`src/csvt_pkg.sv`:
```
// Package for the CSV field tokenizer: character codes, result kinds,
// tokenizer state and result types, and the saturation helpers.
// No dependencies.
`default_nettype none

package csvt_pkg;

  localparam int MAX_COLUMNS = 256;
  localparam int COL_W       = $clog2(MAX_COLUMNS);
  localparam int WID_W       = $clog2(MAX_COLUMNS + 1);
  localparam int ROW_W       = 32;

  localparam logic [7:0] CH_QUOTE   = 8'h22;
  localparam logic [7:0] CH_NEWLINE = 8'h0A;
  localparam logic [7:0] CH_CR      = 8'h0D;
  localparam logic [7:0] CH_COMMA   = 8'h2C;

  localparam logic [COL_W-1:0] COL_LAST = COL_W'(MAX_COLUMNS - 1);
  localparam logic [ROW_W-1:0] ROW_LAST = '1;

  typedef enum logic [1:0] {
    KIND_DATA      = 2'd0,
    KIND_FIELD_END = 2'd1,
    KIND_ROW_END   = 2'd2
  } kind_t;

  typedef struct packed {
    logic             in_quoted;
    logic             quote_pending;
    logic             field_nonempty;
    logic [COL_W-1:0] column_index;
    logic [ROW_W-1:0] row_index;
    logic [WID_W-1:0] widest_seen;
  } state_t;

  typedef struct packed {
    kind_t      kind;
    logic [7:0] data_byte;
    logic [7:0] column;
    logic [31:0] row;
    logic [8:0] widest_columns;
    logic       last_of_run;
  } result_t;

  function automatic logic [7:0] sat_column(logic [COL_W-1:0] c);
    if (32'(c) > 32'd255) begin
      return 8'hFF;
    end
    return 8'(c);
  endfunction

  function automatic logic [8:0] sat_widest(logic [WID_W-1:0] w);
    if (32'(w) > 32'd511) begin
      return 9'h1FF;
    end
    return 9'(w);
  endfunction

endpackage

`default_nettype wire

```
`src/csvt_if.sv`:
```
// Stream interfaces of the CSV field tokenizer: byte input and result output.
// Depends on nothing but the handshake convention valid/ready.
`default_nettype none

interface csvt_in_if;
  logic       valid;
  logic       ready;
  logic [7:0] text_byte;
  logic       final_byte;

  modport source (output valid, output text_byte, output final_byte, input ready);
  modport sink (input valid, input text_byte, input final_byte, output ready);
endinterface

interface csvt_out_if;
  logic        valid;
  logic        ready;
  logic [1:0]  kind;
  logic [7:0]  data_byte;
  logic [7:0]  column;
  logic [31:0] row;
  logic [8:0]  widest_columns;
  logic        last_of_run;

  modport source (output valid, output kind, output data_byte, output column,
                  output row, output widest_columns, output last_of_run, input ready);
  modport sink (input valid, input kind, input data_byte, input column,
                input row, input widest_columns, input last_of_run, output ready);
endinterface

`default_nettype wire

```
`src/csvt_step.sv`:
```
// Per-byte tokenizer rule: next state and up to two results for one byte.
// Depends on csvt_pkg.
`default_nettype none

module csvt_step (
  input  var csvt_pkg::state_t  state_i,
  input  var logic [7:0]        delimiter,
  input  var logic [7:0]        text_byte,
  input  var logic              final_byte,
  output csvt_pkg::state_t      state_o,
  output csvt_pkg::result_t     res0,
  output csvt_pkg::result_t     res1,
  output logic [1:0]            res_cnt
);

  csvt_pkg::state_t  s;
  csvt_pkg::result_t r_part;
  csvt_pkg::result_t r_fin;
  logic              have_part;
  logic              have_fin;
  logic              done;

  function automatic csvt_pkg::result_t mk(csvt_pkg::kind_t k, logic [7:0] d,
                                            csvt_pkg::state_t st);
    csvt_pkg::result_t r;
    r.kind           = k;
    r.data_byte      = d;
    r.column         = csvt_pkg::sat_column(st.column_index);
    r.row            = st.row_index;
    r.widest_columns = csvt_pkg::sat_widest(st.widest_seen);
    r.last_of_run    = 1'b0;
    return r;
  endfunction

  function automatic logic [csvt_pkg::WID_W-1:0] widen(csvt_pkg::state_t st);
    logic [csvt_pkg::WID_W-1:0] fields;
    fields = csvt_pkg::WID_W'(st.column_index) + csvt_pkg::WID_W'(1);
    return (fields > st.widest_seen) ? fields : st.widest_seen;
  endfunction

  always_comb begin
    s         = state_i;
    r_part    = '0;
    r_fin     = '0;
    have_part = 1'b0;
    have_fin  = 1'b0;
    done      = 1'b0;

    // resolve a held quote
    if (s.quote_pending) begin
      s.quote_pending = 1'b0;
      if (text_byte == csvt_pkg::CH_QUOTE) begin
        s.field_nonempty = 1'b1;
        r_part    = mk(csvt_pkg::KIND_DATA, text_byte, s);
        have_part = 1'b1;
        done      = 1'b1;
      end else begin
        s.in_quoted = 1'b0;
      end
    end

    if (!done) begin
      if (s.in_quoted) begin
        if (text_byte == csvt_pkg::CH_QUOTE) begin
          s.quote_pending = 1'b1;
        end else begin
          s.field_nonempty = 1'b1;
          r_part    = mk(csvt_pkg::KIND_DATA, text_byte, s);
          have_part = 1'b1;
        end
      end else if (text_byte == csvt_pkg::CH_QUOTE) begin
        s.in_quoted = 1'b1;
      end else if (text_byte == delimiter) begin
        r_part    = mk(csvt_pkg::KIND_FIELD_END, 8'h00, s);
        have_part = 1'b1;
        if (s.column_index != csvt_pkg::COL_LAST) begin
          s.column_index = s.column_index + csvt_pkg::COL_W'(1);
        end
        s.field_nonempty = 1'b0;
      end else if (text_byte == csvt_pkg::CH_NEWLINE) begin
        s.widest_seen = widen(s);
        r_part    = mk(csvt_pkg::KIND_ROW_END, 8'h00, s);
        have_part = 1'b1;
        s.column_index = '0;
        if (s.row_index != csvt_pkg::ROW_LAST) begin
          s.row_index = s.row_index + 32'd1;
        end
        s.field_nonempty = 1'b0;
      end else if (text_byte != csvt_pkg::CH_CR) begin
        s.field_nonempty = 1'b1;
        r_part    = mk(csvt_pkg::KIND_DATA, text_byte, s);
        have_part = 1'b1;
      end
    end

    // flush the open row on the last byte, then start a new document
    if (final_byte) begin
      if (s.field_nonempty || (s.column_index != '0)) begin
        s.widest_seen = widen(s);
        r_fin    = mk(csvt_pkg::KIND_ROW_END, 8'h00, s);
        have_fin = 1'b1;
      end
      s = '0;
    end

    state_o = s;
    res0    = have_part ? r_part : r_fin;
    res0.last_of_run = !(have_part && have_fin);
    res1    = r_fin;
    res1.last_of_run = 1'b1;
    res_cnt = {1'b0, have_part} + {1'b0, have_fin};
  end

endmodule

`default_nettype wire

```
`src/csv_field_tokenizer.sv`:
```
// Results are registered: an accepted byte's results are driven from the result buffer.
// Throughput: one byte per cycle while each byte gives at most one result;
// a stalled output or a byte that gives two results holds the input (one result port).
// Reset (synchronous, rst_n low): tokenizer state cleared, delimiter set to comma,
// result buffer emptied.
`default_nettype none

module csv_field_tokenizer (
  input  var logic   clk,
  input  var logic   rst_n,
  csvt_in_if.sink    in_ch,
  csvt_out_if.source out_ch,
  input  var logic   cfg_we,
  input  var logic [7:0] cfg_wdata
);

  csvt_pkg::state_t  state_r, state_nxt;
  csvt_pkg::result_t slot0_r, slot1_r;
  csvt_pkg::result_t res0, res1;
  logic [1:0]        cnt_r, res_cnt;
  logic [7:0]        delim_r;
  logic              in_acc;
  logic              out_pop;

  csvt_step u_step (
    .state_i    (state_r),
    .delimiter  (delim_r),
    .text_byte  (in_ch.text_byte),
    .final_byte (in_ch.final_byte),
    .state_o    (state_nxt),
    .res0       (res0),
    .res1       (res1),
    .res_cnt    (res_cnt)
  );

  assign out_pop     = (cnt_r != 2'd0) && out_ch.ready;
  assign in_ch.ready = (cnt_r == 2'd0) || ((cnt_r == 2'd1) && out_ch.ready);
  assign in_acc      = in_ch.valid && in_ch.ready;

  always_ff @(posedge clk) begin
    if (!rst_n) begin
      state_r <= '0;
      cnt_r   <= 2'd0;
      delim_r <= csvt_pkg::CH_COMMA;
    end else begin
      if (cfg_we) begin
        delim_r <= cfg_wdata;
      end
      if (in_acc) begin
        state_r <= state_nxt;
        cnt_r   <= res_cnt;
      end else if (out_pop) begin
        cnt_r   <= cnt_r - 2'd1;
      end
    end
  end

  always_ff @(posedge clk) begin
    if (in_acc) begin
      slot0_r <= res0;
      slot1_r <= res1;
    end else if (out_pop) begin
      slot0_r <= slot1_r;
    end
  end

  assign out_ch.valid          = (cnt_r != 2'd0);
  assign out_ch.kind           = slot0_r.kind;
  assign out_ch.data_byte      = slot0_r.data_byte;
  assign out_ch.column         = slot0_r.column;
  assign out_ch.row            = slot0_r.row;
  assign out_ch.widest_columns = slot0_r.widest_columns;
  assign out_ch.last_of_run    = slot0_r.last_of_run;

endmodule

`default_nettype wire

```
`src/flat_wrapper.sv`:
```
// flat-port wrapper written by rule: the top's interface ports become plain ports
module csv_field_tokenizer_flat 
  (clk, rst_n, cfg_we, cfg_wdata, in_ch_valid, in_ch_text_byte, in_ch_final_byte, in_ch_ready, out_ch_valid, out_ch_kind, out_ch_data_byte, out_ch_column, out_ch_row, out_ch_widest_columns, out_ch_last_of_run, out_ch_ready);
  csvt_in_if in_ch_i ();
  csvt_out_if out_ch_i ();
  input  var logic clk;
  input  var logic rst_n;
  input  var logic cfg_we;
  input  var logic [7:0] cfg_wdata;
  input wire logic [$bits(in_ch_i.valid)-1:0] in_ch_valid;
  input wire logic [$bits(in_ch_i.text_byte)-1:0] in_ch_text_byte;
  input wire logic [$bits(in_ch_i.final_byte)-1:0] in_ch_final_byte;
  output wire logic [$bits(in_ch_i.ready)-1:0] in_ch_ready;
  output wire logic [$bits(out_ch_i.valid)-1:0] out_ch_valid;
  output wire logic [$bits(out_ch_i.kind)-1:0] out_ch_kind;
  output wire logic [$bits(out_ch_i.data_byte)-1:0] out_ch_data_byte;
  output wire logic [$bits(out_ch_i.column)-1:0] out_ch_column;
  output wire logic [$bits(out_ch_i.row)-1:0] out_ch_row;
  output wire logic [$bits(out_ch_i.widest_columns)-1:0] out_ch_widest_columns;
  output wire logic [$bits(out_ch_i.last_of_run)-1:0] out_ch_last_of_run;
  input wire logic [$bits(out_ch_i.ready)-1:0] out_ch_ready;
  assign in_ch_i.valid = in_ch_valid;
  assign in_ch_i.text_byte = in_ch_text_byte;
  assign in_ch_i.final_byte = in_ch_final_byte;
  assign in_ch_ready = in_ch_i.ready;
  assign out_ch_valid = out_ch_i.valid;
  assign out_ch_kind = out_ch_i.kind;
  assign out_ch_data_byte = out_ch_i.data_byte;
  assign out_ch_column = out_ch_i.column;
  assign out_ch_row = out_ch_i.row;
  assign out_ch_widest_columns = out_ch_i.widest_columns;
  assign out_ch_last_of_run = out_ch_i.last_of_run;
  assign out_ch_i.ready = out_ch_ready;
  csv_field_tokenizer u_core (.clk(clk), .rst_n(rst_n), .in_ch(in_ch_i), .out_ch(out_ch_i), .cfg_we(cfg_we), .cfg_wdata(cfg_wdata));
endmodule
```
`config.mk`:
```
export PLATFORM = sky130hd
export DESIGN_NAME = csv_field_tokenizer_flat
export DESIGN_NICKNAME = d
export VERILOG_FILES = /design/src/csvt_pkg.sv /design/src/csvt_if.sv /design/src/csvt_step.sv /design/src/csv_field_tokenizer.sv /design/src/flat_wrapper.sv
export SDC_FILE = /design/constraint.sdc
export NUM_CORES = 1
export LEC_CHECK = 0
export BUFFER_PORTS_ARGS = -buffer_cell sky130_fd_sc_hd__buf_2
export CAP_MARGIN = 40
export CORE_UTILIZATION = 50
export DETAILED_ROUTE_END_ITERATION = 8
export PLACE_DENSITY = 0.69
export SLEW_MARGIN = 10
export SYNTH_ARGS = -nofsm -noshare
export SYNTH_HDL_FRONTEND = slang
export SYNTH_SLANG_ARGS = --single-unit
export TNS_END_PERCENT = 5
```
`constraint.sdc`:
```
create_clock -name clk -period 14.91 [get_ports clk]
set_input_delay 0.7455 -clock clk [delete_from_list [all_inputs] [get_ports clk]]
set_output_delay 0.7455 -clock clk [all_outputs]
set_load 0.005 [all_outputs]
```
# Yosys cells after proc, flatten, opt, wreduce, memory -nomap -nowiden
# Cells that the tools add are included.
# Widths: inputs -> output; s select.
# word_totals
word_cells	93
input_bits	22
register_bits	181
# op_classes
n_eq_ne	7
mux	48
n_lt_le_gt_ge	2
n_reduce_logical	11
add_sub_neg	6
# ops
op	n
$mux 60	12
$mux 58	2
$mux 52	2
$mux 49	2
$mux 50	1
$mux 41	1
$add 32x1->32 const B	1
$mux 32	1
$ne 32x32->1 const B	1
$mux 9	3
$mux 1	20
$add 8x1->9 const B	2
$gt 9x9->1	2
$add 8x1->8 const B	1
$eq 8x4->1 const B	1
$eq 8x6->1 const B	1
$eq 8x8->1	1
$mux 8	1
$ne 8x4->1 const B	1
$ne 8x8->1 const B	1
$reduce_bool 8->1	1
$logic_and 1x1->1	4
$mux 2	2
$reduce_bool 2->1	2
other kinds (7)	8

# Longest topological paths before layout
# depth
ltp_word	16
ltp_mapped	21
mapped_depth_nobuf	20

# Cells and area by module
# From an unflattened synthesis, not the netlist that was laid out.
# hier_totals
hier_cells	991
hier_area_um2	10213.5
# modules_own_cells
mod	n_inst	cells_per_inst	seq_area_each_um2	area_each_um2
csv_field_tokenizer	1	467	4844.6	7003.0
csvt_step	1	524	0.0	3210.6

# Least setup slack after synthesis
# No wires, ideal clock.
# synth_timing
kind	input to register
from	input in_ch_text_byte[3]
to	register u_core.slot0_r, in the netlist u_core.out_ch.widest_columns[4] (data pin)
n_path_buf	1
arrival_time_ps	4673
stages	15
setup_ps	258
slack_ps	9979
cell_sequence	or4b_1 > o21ai_4 > o2bb2ai_1 > a22o_2 > ha_1 > and3_1 > and3_1 > ha_1 > or4_1 > a221o_1 > o21ai_0 > clkbuf_1 > nor3_1 > o21a_1 > o221a_2
# synth_rtl
item	line	rtl
start: declaration	flat_wrapper.sv:11	input wire logic [$bits(in_ch_i.text_byte)-1:0] in_ch_text_byte;
end signal: assignment	csv_field_tokenizer.sv:60	slot0_r <= res0;
end signal: assignment	csv_field_tokenizer.sv:63	slot0_r <= slot1_r;
end: declaration	csv_field_tokenizer.sv:18	csvt_pkg::result_t slot0_r, slot1_r;

# Worst setup path after layout
# layout_timing
from	register u_core.state_r[42] in the netlist's numbering
to	register u_core.slot0_r, in the netlist u_core.out_ch.widest_columns[6] (data pin)
# layout_between
elab_chain_len	14
# layout_rtl
item	line	rtl
start: declaration	csv_field_tokenizer.sv:17	csvt_pkg::state_t state_r, state_nxt;
start signal: assignment	csv_field_tokenizer.sv:50	state_r <= state_nxt;
$add 8x1->9	csvt_step.sv:37	fields = csvt_pkg::WID_W'(st.column_index) + csvt_pkg::WID_W'(1);
$gt 9x9->1	csvt_step.sv:38	return (fields > st.widest_seen) ? fields : st.widest_seen;
$mux 9	csvt_step.sv:38	
$mux 49	csvt_step.sv:80	end else if (text_byte == csvt_pkg::CH_NEWLINE) begin
$mux 41	csvt_step.sv:73	end else if (text_byte == delimiter) begin
$mux 50	csvt_step.sv:71	end else if (text_byte == csvt_pkg::CH_QUOTE) begin
$mux 49	csvt_step.sv:63	if (s.in_quoted) begin
$mux 52	csvt_step.sv:62	if (!done) begin
$gt 9x9->1	csvt_step.sv:38	
$mux 9	csvt_step.sv:38	
$mux 60	csvt_step.sv:98	if (s.field_nonempty || (s.column_index != '0)) begin
$mux 60	csvt_step.sv:97	if (final_byte) begin
$mux 60 *	csvt_step.sv:107	res0 = have_part ? r_part : r_fin;
$mux 60 *	csv_field_tokenizer.sv:59	if (in_acc) begin
# Mark *: on every way between the ends. The rest lies on a longest branch, timed or not.
# A chain may end at the register's enable or synchronous reset.

==> results by group <==
Yosys
  • Distinct cells, synth: 87
  • Post-Syn Area: 9550 um2
  • Post-synthesis mux area share: roughly 2.3%
  • Register bit total from synthesis: around 170
  • Syn_nets: 1047
  • Seq/Total Area, Yosys: a little under half
  • Synth Area in Adders: ~3.3%
  • Synth top area cells: edfxtp_1 35%, dfxtp_1 13%, nor2_1 4.9%, nand2_1 4.8%, a21oi_1 4.1%
  • Synth Area in Compound Gates: roughly 17%
  • Post-synth ARST share: 0%
  • Post-synth EDFFs: 110
  • Yosys top cell area share: about 35%
  • Cell count after synthesis: 1000
  • Ys flop type: edfxtp_1
  • Average size of a mapped cell: around 9.6 um2
  • YS warnings: 0
  • XOR/XNOR Fraction of Synth Area: 4.49%
  • Largest family of logic cells by synthesized area: simple AND/OR/NAND/NOR gates
  • Simple-gate area share of the yosys netlist: 21.0%
  • Cell taking the most area after synthesis: edfxtp_1

Routing
  • Vias: 7809
  • Routed met2 length: approximately 11000 um
  • Post-route ant nets: 0
  • Met3 wire length: 1610 um
  • DRT Pass-1 Iters: 6
  • Top sig layer: met4
  • Initial drt markers: 835
  • Vias/cell: 6.01
  • Wire length on met1: 11700 um
  • Routed Wire Length: 24600 um
  • DR DRC count: 0
  • DR WL/cell: 18.9 um

GRT
  • Number of global-route vias before repair: 6837
  • Initial antenna violation count: 0
  • Pin count of the biggest net entering global routing: 71
  • Grt ovf: 0
  • Tot GR Track Use: around a quarter
  • First-pass GRT wire length: just under 40000 um

Job
  • Max-cap violations: 0

Setup path
  • Crit path top cell by count: ha_1
  • Crit path kind: reg2reg
  • Cell family with most CP delay: simple AND/OR/NAND/NOR gates
  • Cells on worst reg2reg path: 20
  • WP data arrival: 5.79 ns
  • FF-to-FF End: u_core.out_ch.widest_columns[6]
  • Startpoint types: flop
  • Crit Reg-Reg Startpoint: u_core.state_r[42]
  • Worst path bufs/invs: 2
  • Critical Path Max Stage Delay: between 0.6 and 0.7 ns
  • Reg2reg setup slack: 9.29 ns
  • Critical-path maximum fanout: 17
  • Critical Path, Cell by Cell: ha_1 -> nand3_2 -> nor2_1 -> xor2_1 -> ha_1 -> nand4_1 -> a21oi_1 -> o22ai_1 -> nor3_4 -> mux2_2 -> inv_1 -> ha_1 -> or4_1 -> a221o_1 -> o21ai_0 -> buf_4 -> nor2_1 -> a22o_1 -> nor3_1 -> o21ai_1
  • CP required: roughly 15 ns
  • Max stage delay cell, worst path: nor3_4
  • CP endpoint kind: flop

Clock tree
  • # Post-CTS Setup Buffers: 0
  • PostCTS Resize Cnt: 0
  • Clk slew on worst S/H paths: 0.07 ns
  • Total CTS buffers: 17
  • Worst-Skew Late Latency: 0.45 ns
  • CTS tree: built
  • Htree depth: 4
  • CTS Root Cell: clkbuf_16
  • CTS sink cnt: 172
  • Clk buf depth: 2
  • Hold_buf cts: 0

Worst hold path
  • Hold path cells: 2
  • Hold Crit Endpoint: u_core.delim_r[3]
  • Hold crit path type: reg2reg
  • Hold Startpoint: u_core.delim_r[3]

Timing
  • Setup Viol. Count Final: 0
  • FMAX: 0.178 GHz
  • Period utilization: between 30% and 40%
  • Slew margin rel.: a little under half
  • Slew Viols, Final: 0
  • Final Hold Fails: 0
  • Final hold slack: 0.504 ns
  • Final WS setup: 9.29 ns
  • Setup TNS: 0 ns
  • RSZ-0062 raised after global routing: no
  • Worst Skew: ~0.017 ns
  • Actual slew at the worst max-slew pin: between 0.7 and 0.8 ns
  • Crit path time final: 5.62 ns

Place
  • DP Worst Slack: ~9 ns
  • RD Place Congestion: roughly 0.93
  • HPWL after DPL: between 15000 and 20000 um
  • I/O Buffers: 83

Pwr
  • PD cells: around 110 nW/um2
  • Max VDD drop: around 0.086 mV
  • Power, Total: 1.20 mW
  • P_leak: 3.88 nW

Floorplan
  • IO Pins: 84
  • Die Height: roughly 140 um
  • Core Footprint: between 15000 and 20000 um2
  • Die ar.: 19700 um2
  • Row count: 50
  • Starting Density: between 50% and 60%
  • Chip Width: 140 um

Cells and area
  • Layout cells sized above 1: 15.6%
  • Final Util: 56.7%
  • Layout area overhead: 11.0%
  • Fin nets: 1099
  • Diode count: 0

Outcome
  • Outcome: finished clean
==> how the worst max path moves through the flow <==
| stage | from | end | slack [ns] | cells after the start |
|---|---|---|---|---|
| 5_1_grt | u_core.state_r[42] | u_core.out_ch.widest_columns[6] | 8.99 | 20 |
| 6_report | u_core.state_r[42] | u_core.out_ch.widest_columns[6] | 9.29 | 20 |
| 4_1_cts | u_core.state_r[42] | u_core.out_ch.widest_columns[6] | 9.38 | 20 |
| 2_1_floorplan | in_ch_text_byte[3] | u_core.out_ch.widest_columns[4] | 9.98 | 15 |
| 3_3_place_gp | in_ch_text_byte[0] | u_core.out_ch.widest_columns[6] | 9.31 | 18 |
| 3_5_place_dp | in_ch_text_byte[4] | u_core.out_ch.widest_columns[6] | 9.20 | 18 |
==> Yosys cell counts, types with 11 or more instances <==
cell type / n
xor2_1: 22
inv_1: 23
mux2i_1: 17
a22oi_1: 14
dfxtp_1: 62
a31oi_1: 15
buf_2: 12
nand2_1: 123
and3_1: 19
nor3_1: 26
edfxtp_1: 110
clkbuf_1: 34
a21oi_1: 79
xnor2_1: 27
o21ai_0: 38
nand3_1: 28
or3_1: 11
and2_1: 18
ha_1: 25
nor2_1: 124
==> placed cells by master, fill, tap and decap left out, drive strengths merged, types with 5 or more instances in the layout <==
master,synthesis,routed
clkbuf,34,20
or3,11,11
nand2,123,123
buf,27,94
nor2,128,128
and2,18,18
a22oi,14,14
nor3,29,29
mux2i,17,17
a21oi,80,80
dfxtp,62,62
nand2b,7,7
xnor2,27,27
edfxtp,110,110
nand3,30,30
xor2,22,22
o21ai,42,42
o211ai,10,10
o21a,5,5
a211oi,9,9
nand4,9,9
inv,26,31
and4,10,10
a31oi,15,15
clkinv,1,7
and3,19,19
a221o,10,10
nor4b,6,6
ha,25,25
==> where the power goes <==
part | switching, mW | total (mW) | internal (mW)
sequential | 0.0132 | 0.591 | 0.578
combinational | 0.121 | 0.182 | 0.0609
clock | 0.197 | 0.429 | 0.232
total | 0.332 | 1.20 | 0.871
==> worst min-delay path: stages, from the launching register on <==
cell     delay (ns)
dfxtp_1        0.34
mux2i_1        0.07
nand2_1        0.06
==> area by class of cell <==
| class | count | area [um2] |
|---|---|---|
| Clock buffer | 20 | 437 |
| Clock inverter | 12 | 111 |
| Fill cell | 1686 | 8100 |
| Inverter | 27 | 106 |
| Multi-Input combinational cell | 740 | 4600 |
| Sequential cell | 172 | 4540 |
| Tap cell | 234 | 293 |
| Timing Repair Buffer | 94 | 510 |
==> logic make-up after synthesis <==
family,Yosys count
compound gates,238
fa+ha+maj,25
flops,172
xor+xnor,49
simple gates,407
mux,21
buf+inv,88
==> state kept, by name, summed over array words and instances, names as in the netlist <==
register and cells:
u_core.slot1_r 50, u_core.state_r 52, u_core.delim_r 8, u_core.out_ch.last_of_run 1, u_core.out_ch.data_byte 8, u_core.out_ch.column 8, u_core.out_ch.row 32, u_core.cnt_r 2
u_core.out_ch.widest_columns 9, u_core.out_ch.kind 2
==> routing by layer <==
metal  vias up  global-route usage, %
met1      3726                   37.3
met2       294                   37.3
li1       3763                      -
met5         -                      0
met4         0                   8.27
met3        26                   5.13
==> through the flow <==
stage | cell area (um2) | cells
after floorplan | 9550 | 1000
after global placement | 10000 | 1266
after detailed placement | 10100 | 1267
after CTS | 10600 | 1299
after global routing | 10600 | 1299
final | 10600 | 1299
(Power assumes the default switching activity.)
